File: src/hdl/sha_pkg.sv
// Types and constants of the SHA-1 digest block.
package sha_pkg;
    localparam logic [31:0] H0 = 32'h67452301;
    localparam logic [31:0] H1 = 32'hEFCDAB89;
    localparam logic [31:0] H2 = 32'h98BADCFE;
    localparam logic [31:0] H3 = 32'h10325476;
    localparam logic [31:0] H4 = 32'hC3D2E1F0;
    localparam logic [31:0] K0 = 32'h5A827999;
    localparam logic [31:0] K1 = 32'h6ED9EBA1;
    localparam logic [31:0] K2 = 32'h8F1BBCDC;
    localparam logic [31:0] K3 = 32'hCA62C1D6;
    localparam logic [7:0] PAD_BYTE = 8'h80;
    localparam logic [2:0] LAST_INDEX = 3'd4;
    // Word index value that marks the compression of the final block of a message.
    localparam logic [2:0] IDX_DIGEST = 3'd7;

    typedef enum logic [3:0] {
        ST_IDLE,
        ST_LOAD,
        ST_ROUND,
        ST_FINAL,
        ST_PAD,
        ST_LEN,
        ST_OUT
    } state_t;

    // Control from the sequencer to the round engine.
    typedef struct packed {
        logic       start;
        logic       load_en;
        logic       round_en;
        logic       fold;
        logic       init;
        logic [6:0] round;
    } core_ctl_t;

    function automatic logic [31:0] initial_value(input logic [2:0] idx);
        logic [31:0] v;
        unique case (idx)
            3'd0: v = H0;
            3'd1: v = H1;
            3'd2: v = H2;
            3'd3: v = H3;
            default: v = H4;
        endcase
        return v;
    endfunction
endpackage

File: src/hdl/sha_core.sv
// SHA-1 round engine: 16-word schedule window, working registers, chaining value.
module sha_core (
    input  logic                  aclk,
    input  logic                  aresetn,
    input  sha_pkg::core_ctl_t    ctl,
    input  logic [31:0]           load_word,
    input  logic [2:0]            out_sel,
    output logic [31:0]           out_word
);
    import sha_pkg::*;

    logic [31:0] w_reg [16];
    logic [31:0] a_reg, b_reg, c_reg, d_reg, e_reg;
    logic [31:0] h_reg [5];
    logic [31:0] w_cur, w_new, f_val, k_val, t_val;

    // Next schedule word from the sliding window.
    assign w_new = {w_reg[13][30:0] ^ w_reg[8][30:0] ^ w_reg[2][30:0] ^ w_reg[0][30:0],
                    w_reg[13][31] ^ w_reg[8][31] ^ w_reg[2][31] ^ w_reg[0][31]};
    assign w_cur = (ctl.round < 7'd16) ? w_reg[0] : w_new;

    // Round function and constant.
    always_comb begin
        if (ctl.round < 7'd20) begin
            f_val = (b_reg & c_reg) | (~b_reg & d_reg);
            k_val = K0;
        end else if (ctl.round < 7'd40) begin
            f_val = b_reg ^ c_reg ^ d_reg;
            k_val = K1;
        end else if (ctl.round < 7'd60) begin
            f_val = (b_reg & c_reg) | (b_reg & d_reg) | (c_reg & d_reg);
            k_val = K2;
        end else begin
            f_val = b_reg ^ c_reg ^ d_reg;
            k_val = K3;
        end
    end
    assign t_val = {a_reg[26:0], a_reg[31:27]} + f_val + e_reg + k_val + w_cur;

    // Schedule window: shift in loaded words, then rotate during rounds.
    always_ff @(posedge aclk) begin
        if (ctl.load_en || ctl.round_en) begin
            for (int i = 0; i < 15; i++) begin
                w_reg[i] <= w_reg[i+1];
            end
            w_reg[15] <= ctl.load_en ? load_word : w_cur;
        end
    end

    // Working registers.
    always_ff @(posedge aclk) begin
        if (ctl.start) begin
            a_reg <= h_reg[0];
            b_reg <= h_reg[1];
            c_reg <= h_reg[2];
            d_reg <= h_reg[3];
            e_reg <= h_reg[4];
        end else if (ctl.round_en) begin
            a_reg <= t_val;
            b_reg <= a_reg;
            c_reg <= {b_reg[1:0], b_reg[31:2]};
            d_reg <= c_reg;
            e_reg <= d_reg;
        end
    end

    // Chaining value.
    always_ff @(posedge aclk) begin
        if (!aresetn || ctl.init) begin
            for (int i = 0; i < 5; i++) begin
                h_reg[i] <= initial_value(3'(i));
            end
        end else if (ctl.fold) begin
            h_reg[0] <= h_reg[0] + a_reg;
            h_reg[1] <= h_reg[1] + b_reg;
            h_reg[2] <= h_reg[2] + c_reg;
            h_reg[3] <= h_reg[3] + d_reg;
            h_reg[4] <= h_reg[4] + e_reg;
        end
    end

    assign out_word = h_reg[out_sel];
endmodule

File: src/hdl/sha1_message_digest.sv
// Top level of the SHA-1 digest block.
// Hashes a byte stream with SHA-1 and returns the 160-bit digest as five 32-bit items.
// An accepted item that neither completes a 64-byte block nor is last leaves s_ready high,
// so bytes can follow back to back. A 64th byte drops s_ready for a compression:
// loading the schedule from the 16-word block memory (one read port, registered read),
// 80 rounds and a fold. A last item then drops s_ready for padding writes, length writes
// and one compression, or two compressions when fewer than 9 bytes of the block are free,
// and finally presents five digest items on the m_ side, each held until m_ready; s_ready
// returns after the fifth.
module sha1_message_digest (
    input  logic        aclk,
    input  logic        aresetn,
    input  logic        s_valid,
    output logic        s_ready,
    input  logic [7:0]  s_data_byte,
    input  logic        s_byte_valid,
    input  logic        s_last,
    output logic        m_valid,
    input  logic        m_ready,
    output logic [31:0] m_digest_word,
    output logic [2:0]  m_word_index,
    output logic        m_last_word
);
    import sha_pkg::*;

    logic [31:0] mem [16];
    logic [31:0] rd_data_reg;
    logic        mem_we;
    logic [3:0]  mem_waddr, mem_raddr;
    logic [31:0] mem_wdata;
    logic [3:0]  mem_be;

    state_t      state_reg, state_next;
    logic [60:0] count_reg, count_next;
    logic [6:0]  cnt_reg, cnt_next;
    logic        pend_last_reg, pend_last_next;
    logic        two_reg, two_next;
    logic [2:0]  idx_reg, idx_next;
    core_ctl_t   ctl;
    logic [31:0] core_word;
    logic [63:0] bit_len;
    logic [5:0]  fill;
    logic        acc;

    assign acc     = s_valid && s_ready;
    assign fill    = count_reg[5:0];
    assign bit_len = {count_reg, 3'b000};

    // Block memory with byte enables and a registered read.
    always_ff @(posedge aclk) begin
        if (mem_we) begin
            for (int b = 0; b < 4; b++) begin
                if (mem_be[b]) begin
                    mem[mem_waddr][8*b +: 8] <= mem_wdata[8*b +: 8];
                end
            end
        end
        rd_data_reg <= mem[mem_raddr];
    end

    // Sequencer registers.
    always_ff @(posedge aclk) begin
        if (!aresetn) begin
            state_reg     <= ST_IDLE;
            count_reg     <= '0;
            cnt_reg       <= '0;
            pend_last_reg <= 1'b0;
            two_reg       <= 1'b0;
            idx_reg       <= '0;
        end else begin
            state_reg     <= state_next;
            count_reg     <= count_next;
            cnt_reg       <= cnt_next;
            pend_last_reg <= pend_last_next;
            two_reg       <= two_next;
            idx_reg       <= idx_next;
        end
    end

    // Next state and counters.
    always_comb begin
        state_next     = state_reg;
        count_next     = count_reg;
        cnt_next       = cnt_reg;
        pend_last_next = pend_last_reg;
        two_next       = two_reg;
        idx_next       = idx_reg;
        unique case (state_reg)
            ST_IDLE: begin
                if (acc) begin
                    if (s_byte_valid) begin
                        count_next = count_reg + 61'd1;
                        if (fill == 6'd63) begin
                            pend_last_next = s_last;
                            state_next     = ST_LOAD;
                            cnt_next       = '0;
                        end else if (s_last) begin
                            state_next = ST_PAD;
                            cnt_next   = '0;
                        end
                    end else if (s_last) begin
                        state_next = ST_PAD;
                        cnt_next   = '0;
                    end
                end
            end
            ST_LOAD: begin
                cnt_next = cnt_reg + 7'd1;
                if (cnt_reg == 7'd16) begin
                    state_next = ST_ROUND;
                    cnt_next   = '0;
                end
            end
            ST_ROUND: begin
                cnt_next = cnt_reg + 7'd1;
                if (cnt_reg == 7'd79) begin
                    state_next = ST_FINAL;
                end
            end
            ST_FINAL: begin
                cnt_next = '0;
                if (pend_last_reg) begin
                    pend_last_next = 1'b0;
                    state_next     = ST_PAD;
                end else if (two_reg) begin
                    two_next   = 1'b0;
                    state_next = ST_LEN;
                end else if (idx_reg == IDX_DIGEST) begin
                    idx_next   = '0;
                    state_next = ST_OUT;
                end else begin
                    state_next = ST_IDLE;
                end
            end
            ST_PAD: begin
                // Pad words from the fill position to the end of the block.
                cnt_next = cnt_reg + 7'd1;
                if (cnt_reg[3:0] == 4'd15) begin
                    cnt_next = '0;
                    if (fill >= 6'd56) begin
                        two_next   = 1'b1;
                        state_next = ST_LOAD;
                    end else begin
                        state_next = ST_LEN;
                    end
                end
            end
            ST_LEN: begin
                // Length words, or zero words and length after an extra block.
                cnt_next = cnt_reg + 7'd1;
                if (cnt_reg[3:0] == 4'd15) begin
                    cnt_next   = '0;
                    idx_next   = IDX_DIGEST;
                    state_next = ST_LOAD;
                end
            end
            ST_OUT: begin
                if (m_ready) begin
                    idx_next = idx_reg + 3'd1;
                    if (idx_reg == LAST_INDEX) begin
                        idx_next   = '0;
                        count_next = '0;
                        state_next = ST_IDLE;
                    end
                end
            end
            default: state_next = ST_IDLE;
        endcase
    end

    // Outputs of the sequencer.
    always_comb begin
        logic [3:0] w;
        logic [5:0] pos;
        w         = cnt_reg[3:0];
        pos       = fill;
        mem_we    = 1'b0;
        mem_waddr = w;
        mem_wdata = '0;
        mem_be    = 4'b1111;
        mem_raddr = cnt_reg[3:0];
        ctl       = '0;
        ctl.round = cnt_reg;
        s_ready   = (state_reg == ST_IDLE);
        m_valid   = (state_reg == ST_OUT);
        unique case (state_reg)
            ST_IDLE: begin
                if (acc && s_byte_valid) begin
                    mem_we    = 1'b1;
                    mem_waddr = fill[5:2];
                    mem_wdata = {4{s_data_byte}};
                    unique case (fill[1:0])
                        2'd0: mem_be = 4'b1000;
                        2'd1: mem_be = 4'b0100;
                        2'd2: mem_be = 4'b0010;
                        default: mem_be = 4'b0001;
                    endcase
                end
            end
            ST_LOAD: begin
                ctl.load_en = (cnt_reg != 7'd0);
                ctl.start   = (cnt_reg == 7'd16);
            end
            ST_ROUND: ctl.round_en = 1'b1;
            ST_FINAL: ctl.fold = 1'b1;
            ST_PAD: begin
                if (w > pos[5:2]) begin
                    mem_we = 1'b1;
                end else if (w == pos[5:2]) begin
                    mem_we = 1'b1;
                    unique case (pos[1:0])
                        2'd0: begin mem_wdata = {PAD_BYTE, 24'd0}; mem_be = 4'b1111; end
                        2'd1: begin mem_wdata = {8'd0, PAD_BYTE, 16'd0}; mem_be = 4'b0111; end
                        2'd2: begin mem_wdata = {16'd0, PAD_BYTE, 8'd0}; mem_be = 4'b0011; end
                        default: begin mem_wdata = {24'd0, PAD_BYTE}; mem_be = 4'b0001; end
                    endcase
                end
            end
            ST_LEN: begin
                if (two_reg || fill >= 6'd56 || w >= 4'd14) begin
                    // After an extra block every word is rewritten; otherwise only the length.
                    if (w == 4'd14) begin
                        mem_we = 1'b1; mem_wdata = bit_len[63:32];
                    end else if (w == 4'd15) begin
                        mem_we = 1'b1; mem_wdata = bit_len[31:0];
                    end else if (fill >= 6'd56) begin
                        mem_we = 1'b1;
                    end
                end
            end
            ST_OUT: ;
            default: ;
        endcase
        ctl.init = (state_reg == ST_OUT) && m_ready && (idx_reg == LAST_INDEX);
    end

    sha_core u_core (
        .aclk      (aclk),
        .aresetn   (aresetn),
        .ctl       (ctl),
        .load_word (rd_data_reg),
        .out_sel   (idx_reg),
        .out_word  (core_word)
    );

    assign m_digest_word = core_word;
    assign m_word_index  = idx_reg;
    assign m_last_word   = (idx_reg == LAST_INDEX);
endmodule

File: config.mk
export PLATFORM = sky130hd
export DESIGN_NAME = sha1_message_digest
export DESIGN_NICKNAME = d
export VERILOG_FILES = /design/src/hdl/sha_pkg.sv /design/src/hdl/sha_core.sv /design/src/hdl/sha1_message_digest.sv
export SDC_FILE = /design/constraint.sdc
export NUM_CORES = 2
export LEC_CHECK = 0
export ABC_CLOCK_PERIOD_IN_PS = 15240
export BUFFER_PORTS_ARGS = -buffer_cell sky130_fd_sc_hd__buf_2
export CORE_AREA = 2 2 361 363
export CTS_BUF_LIST = sky130_fd_sc_hd__clkbuf_8 sky130_fd_sc_hd__clkbuf_16
export CTS_CLUSTER_SIZE = 8
export DETAILED_ROUTE_END_ITERATION = 10
export DIE_AREA = 0 0 363 365
export PLACE_DENSITY = 0.71
export SLEW_MARGIN = 10
export SYNTH_ARGS = -nofsm -noshare
export SYNTH_HDL_FRONTEND = slang
export SYNTH_SLANG_ARGS = --single-unit
File: constraint.sdc
create_clock -name aclk -period 15.24 [get_ports aclk]
set_clock_uncertainty 0.1 [all_clocks]
set_input_delay 3.048 -clock aclk [delete_from_list [all_inputs] [get_ports aclk]]
set_output_delay 3.048 -clock aclk [all_outputs]
set_load 0.05 [all_outputs]
==> metrics.md <==
| Metric | Value |
|---|---|
| Status | finished, final reports clean |
| Initial Utilization | 0.527 |
| Pre-CTS setup slack | between 7000 and 8000 ps |
| Final core occ | 0.590 |
| Detailed Routing Iterations Pass 1 | 6 |
| # IOs | 52 |
| Slew Viols, Final | 0 |
| Fin crit share | 0.488 |
| First DRT Iteration DRCs | approximately 4700 |
| Vias in the first global route | about 40000 |
| Setup TNS | 0 ps |
| DP Wirelength | 108000 um |
| Clock-pin transition on the worst setup and hold timing paths | around 50 ps |
| Crit-path max cell delay | ~600 ps |
| CTS Hold Bufs | 0 |
| Critical path class | reg2reg |
| Sw Share | 0.228 |
| Vias per cell | between 5 and 6 |
| Layout Cells excl Fill | approximately 6800 |
| Share of cells above drive strength 1 | 0.125 |
| Root buffer cell | clkbuf_16 |
| Commonest non-fill, non-tap cell in the layout | edfxtp_1 |
| Leakage | approximately 27 nW |
| Peak supply drop | between 0.1 and 0.15 mV |
| CP arrival | 7890 ps |
| Pint | ~0.007 W |
| Async S/R FF share, synth | 0 |
| Via count | just over 40000 |
| Core Rows | around 130 |
| Dpl cells | 6471 |
| Worst setup margin | about 7800 ps |
| Syn_nets | ~5200 |
| CP max FO | between 40 and 50 |
| Sw Pwr | about 0.0021 W |
| # H-tree levels | 4 |
| Worst-Skew Late Latency | around 840 ps |
| EDFF count, synth | about 1300 |
| Reg area | 42600 um^2 |
| Post-CTS setup buffer count | 0 |
| Core box area | around 130000 um^2 |
| Initial antenna violation count | 8 |
| Die area | approximately 130000 um^2 |
| Final #Nets | roughly 5400 |
| Max clock buf depth | 3 |
| Commonest non-fill, non-tap cells in the layout | 1344 x edfxtp_1, 604 x nand2_1, 352 x nor2_1, 344 x inv_1, 236 x ha_1 |
| CTS tree | done |
| Part of the power in combinational logic | 0.069 |
| Hold slack final | roughly 300 ps |
| Final ANT Viol Nets | 0 |
| CP most frequent cell | fa_1 |
| Post-Syn Area per Cell | 14.0 um^2 |
| Die X | 363 um |
| CTS resizes | 0 |
| Placer congestion estimate | slightly below 1 |
| Pin count of the biggest net entering global routing | ~190 |
| Post-Synthesis Cell Area | 67800 um^2 |
| Footprint of the multi-input gates | approximately 24000 um^2 |
| Clk sinks | around 1500 |
| Crit path max-delay cell type | a31oi_1 |
| RSZ-0062 raised after global routing | false |
| Primary FF master, synth | edfxtp_1 |
| CP endpoint kind | register |
| Post-layout min period | approximately 7400 ps |
| Startpoint types | register |
| Finish-stage setup viols | 0 |
| Fmax achieved | ~130 MHz |
| Rel. slew slack | 0.196 |
| Gr ovfl total | 0 |
| Yosys warning total | 0 |
| Register area share after synthesis | 0.628 |
| DRC | 0 |
| Port bufs | between 50 and 60 |
| Critical path data required time | about 16000 ps |
| Routed WL | 161000 um |
| First-pass GRT wire length | 244000 um |
| Slew @ Worst Pin | ~1200 ps |
| Wire length per cell | approximately 24 um |
| Fillers | around 9700 |
| Cells after Synth | between 4000 and 5000 |
| Clock share of power | 0.441 |
| Die Span Y | around 370 um |
| Cell area power density | 120 nW/um^2 |
| Sequential share of power | 0.489 |
| Hold Path Class | reg2reg |
| Yosys cell types | slightly below 80 |
| Final Hold Vio Count | 0 |
| Area grow syn2layout | 12.0% |
| Total GRT Usage | 0.246 |
| Yosys reg bits | around 1500 |
| Number of CTS-inserted buffers | 200 |
| MaxCap Viol Count | 0 |
==> synth_stat cells, types with 43 or more instances <==
master,n,area share
xor2_1,89,0.011
xnor2_1,198,0.026
clkbuf_1,137,0.0076
mux2_2,49,0.0081
nand2_1,606,0.034
inv_1,239,0.013
o21ai_0,232,0.017
a21o_1,79,0.0087
nor2_1,355,0.020
nor2b_1,61,0.0056
nor3_1,47,0.0035
fa_1,124,0.037
nand3_1,43,0.0032
dfxtp_1,112,0.033
edfxtp_1,1344,0.60
ha_1,236,0.044
a21oi_1,199,0.015
mux4_2,192,0.064
==> stage by stage <==
step,total power (W),instance area [um^2]
CTS,0.00918,75900
global route,0.00941,75900
global placement,0.00515,70100
floorplan,0.00500,67800
detailed placement,0.00516,70100
finish,0.00911,75900
==> worst paths after layout <==
check | startpoint | end | slack [ps] | cells after the start
min | u_core.w_reg[0][124] | u_core.w_reg[0][92] | 290 | 0
min reg2reg | u_core.w_reg[0][124] | u_core.w_reg[0][92] | 290 | 0
max | cnt_reg[3] | u_core.a_reg[31] | 7810 | 27
max reg2reg | cnt_reg[3] | u_core.a_reg[31] | 7810 | 27
==> worst max-delay path, delay by kind of cell, from the launching register on <==
family | cells | cell delay [ps]
AO/OA/AOI/OAI | 9 | 2780
AND/OR/NAND/NOR | 7 | 920
buffers and inverters | 6 | 1150
adder cells (fa/ha/maj) | 5 | 1830
flip-flops | 1 | 300
==> layout make-up <==
type | count | area share
sequential | 1456 | 0.561
multi-input combinational | 2989 | 0.313
clock buffer | 201 | 0.0663
tap | 1675 | 0.0276
inverter | 239 | 0.0118
timing repair buffer | 114 | 0.00992
clock inverter | 121 | 0.00971
antenna | 1 | 0.0000330
==> cells by family (layout without fill, tap and decap cells) <==
logic type / Yosys count / in the layout / synth area share
XOR/XNOR: 287 / 287 / 0.0371
AND/OR/NAND/NOR: 1320 / 1320 / 0.0867
flip-flops: 1456 / 1456 / 0.628
AO/OA/AOI/OAI: 750 / 750 / 0.0690
other: 1 / 2 / 0.0000553
buffers and inverters: 398 / 675 / 0.0222
multiplexers: 271 / 271 / 0.0764
adder cells (fa/ha/maj): 360 / 360 / 0.0802
==> power groups by stage <==
stage               Sequential [W]  Combinational [W]  Clock [W]
floorplan                  0.00452           0.000472          0
global placement           0.00453           0.000612          0
detailed placement         0.00454           0.000625          0
CTS                        0.00446           0.000630    0.00409
global route               0.00446           0.000693    0.00426
finish                     0.00446           0.000630    0.00402
==> layer usage <==
layer  routed length (um)  GRT usage  vias to the layer above
met5                  163    0.00726                        -
met4                 5090     0.0877                        6
met3                13800     0.0516                      268
met2                74100      0.374                     1656
met1                68400      0.352                    20300
li1                     -          -                    18200
Note: power is estimated with default switching activity, not from simulation.
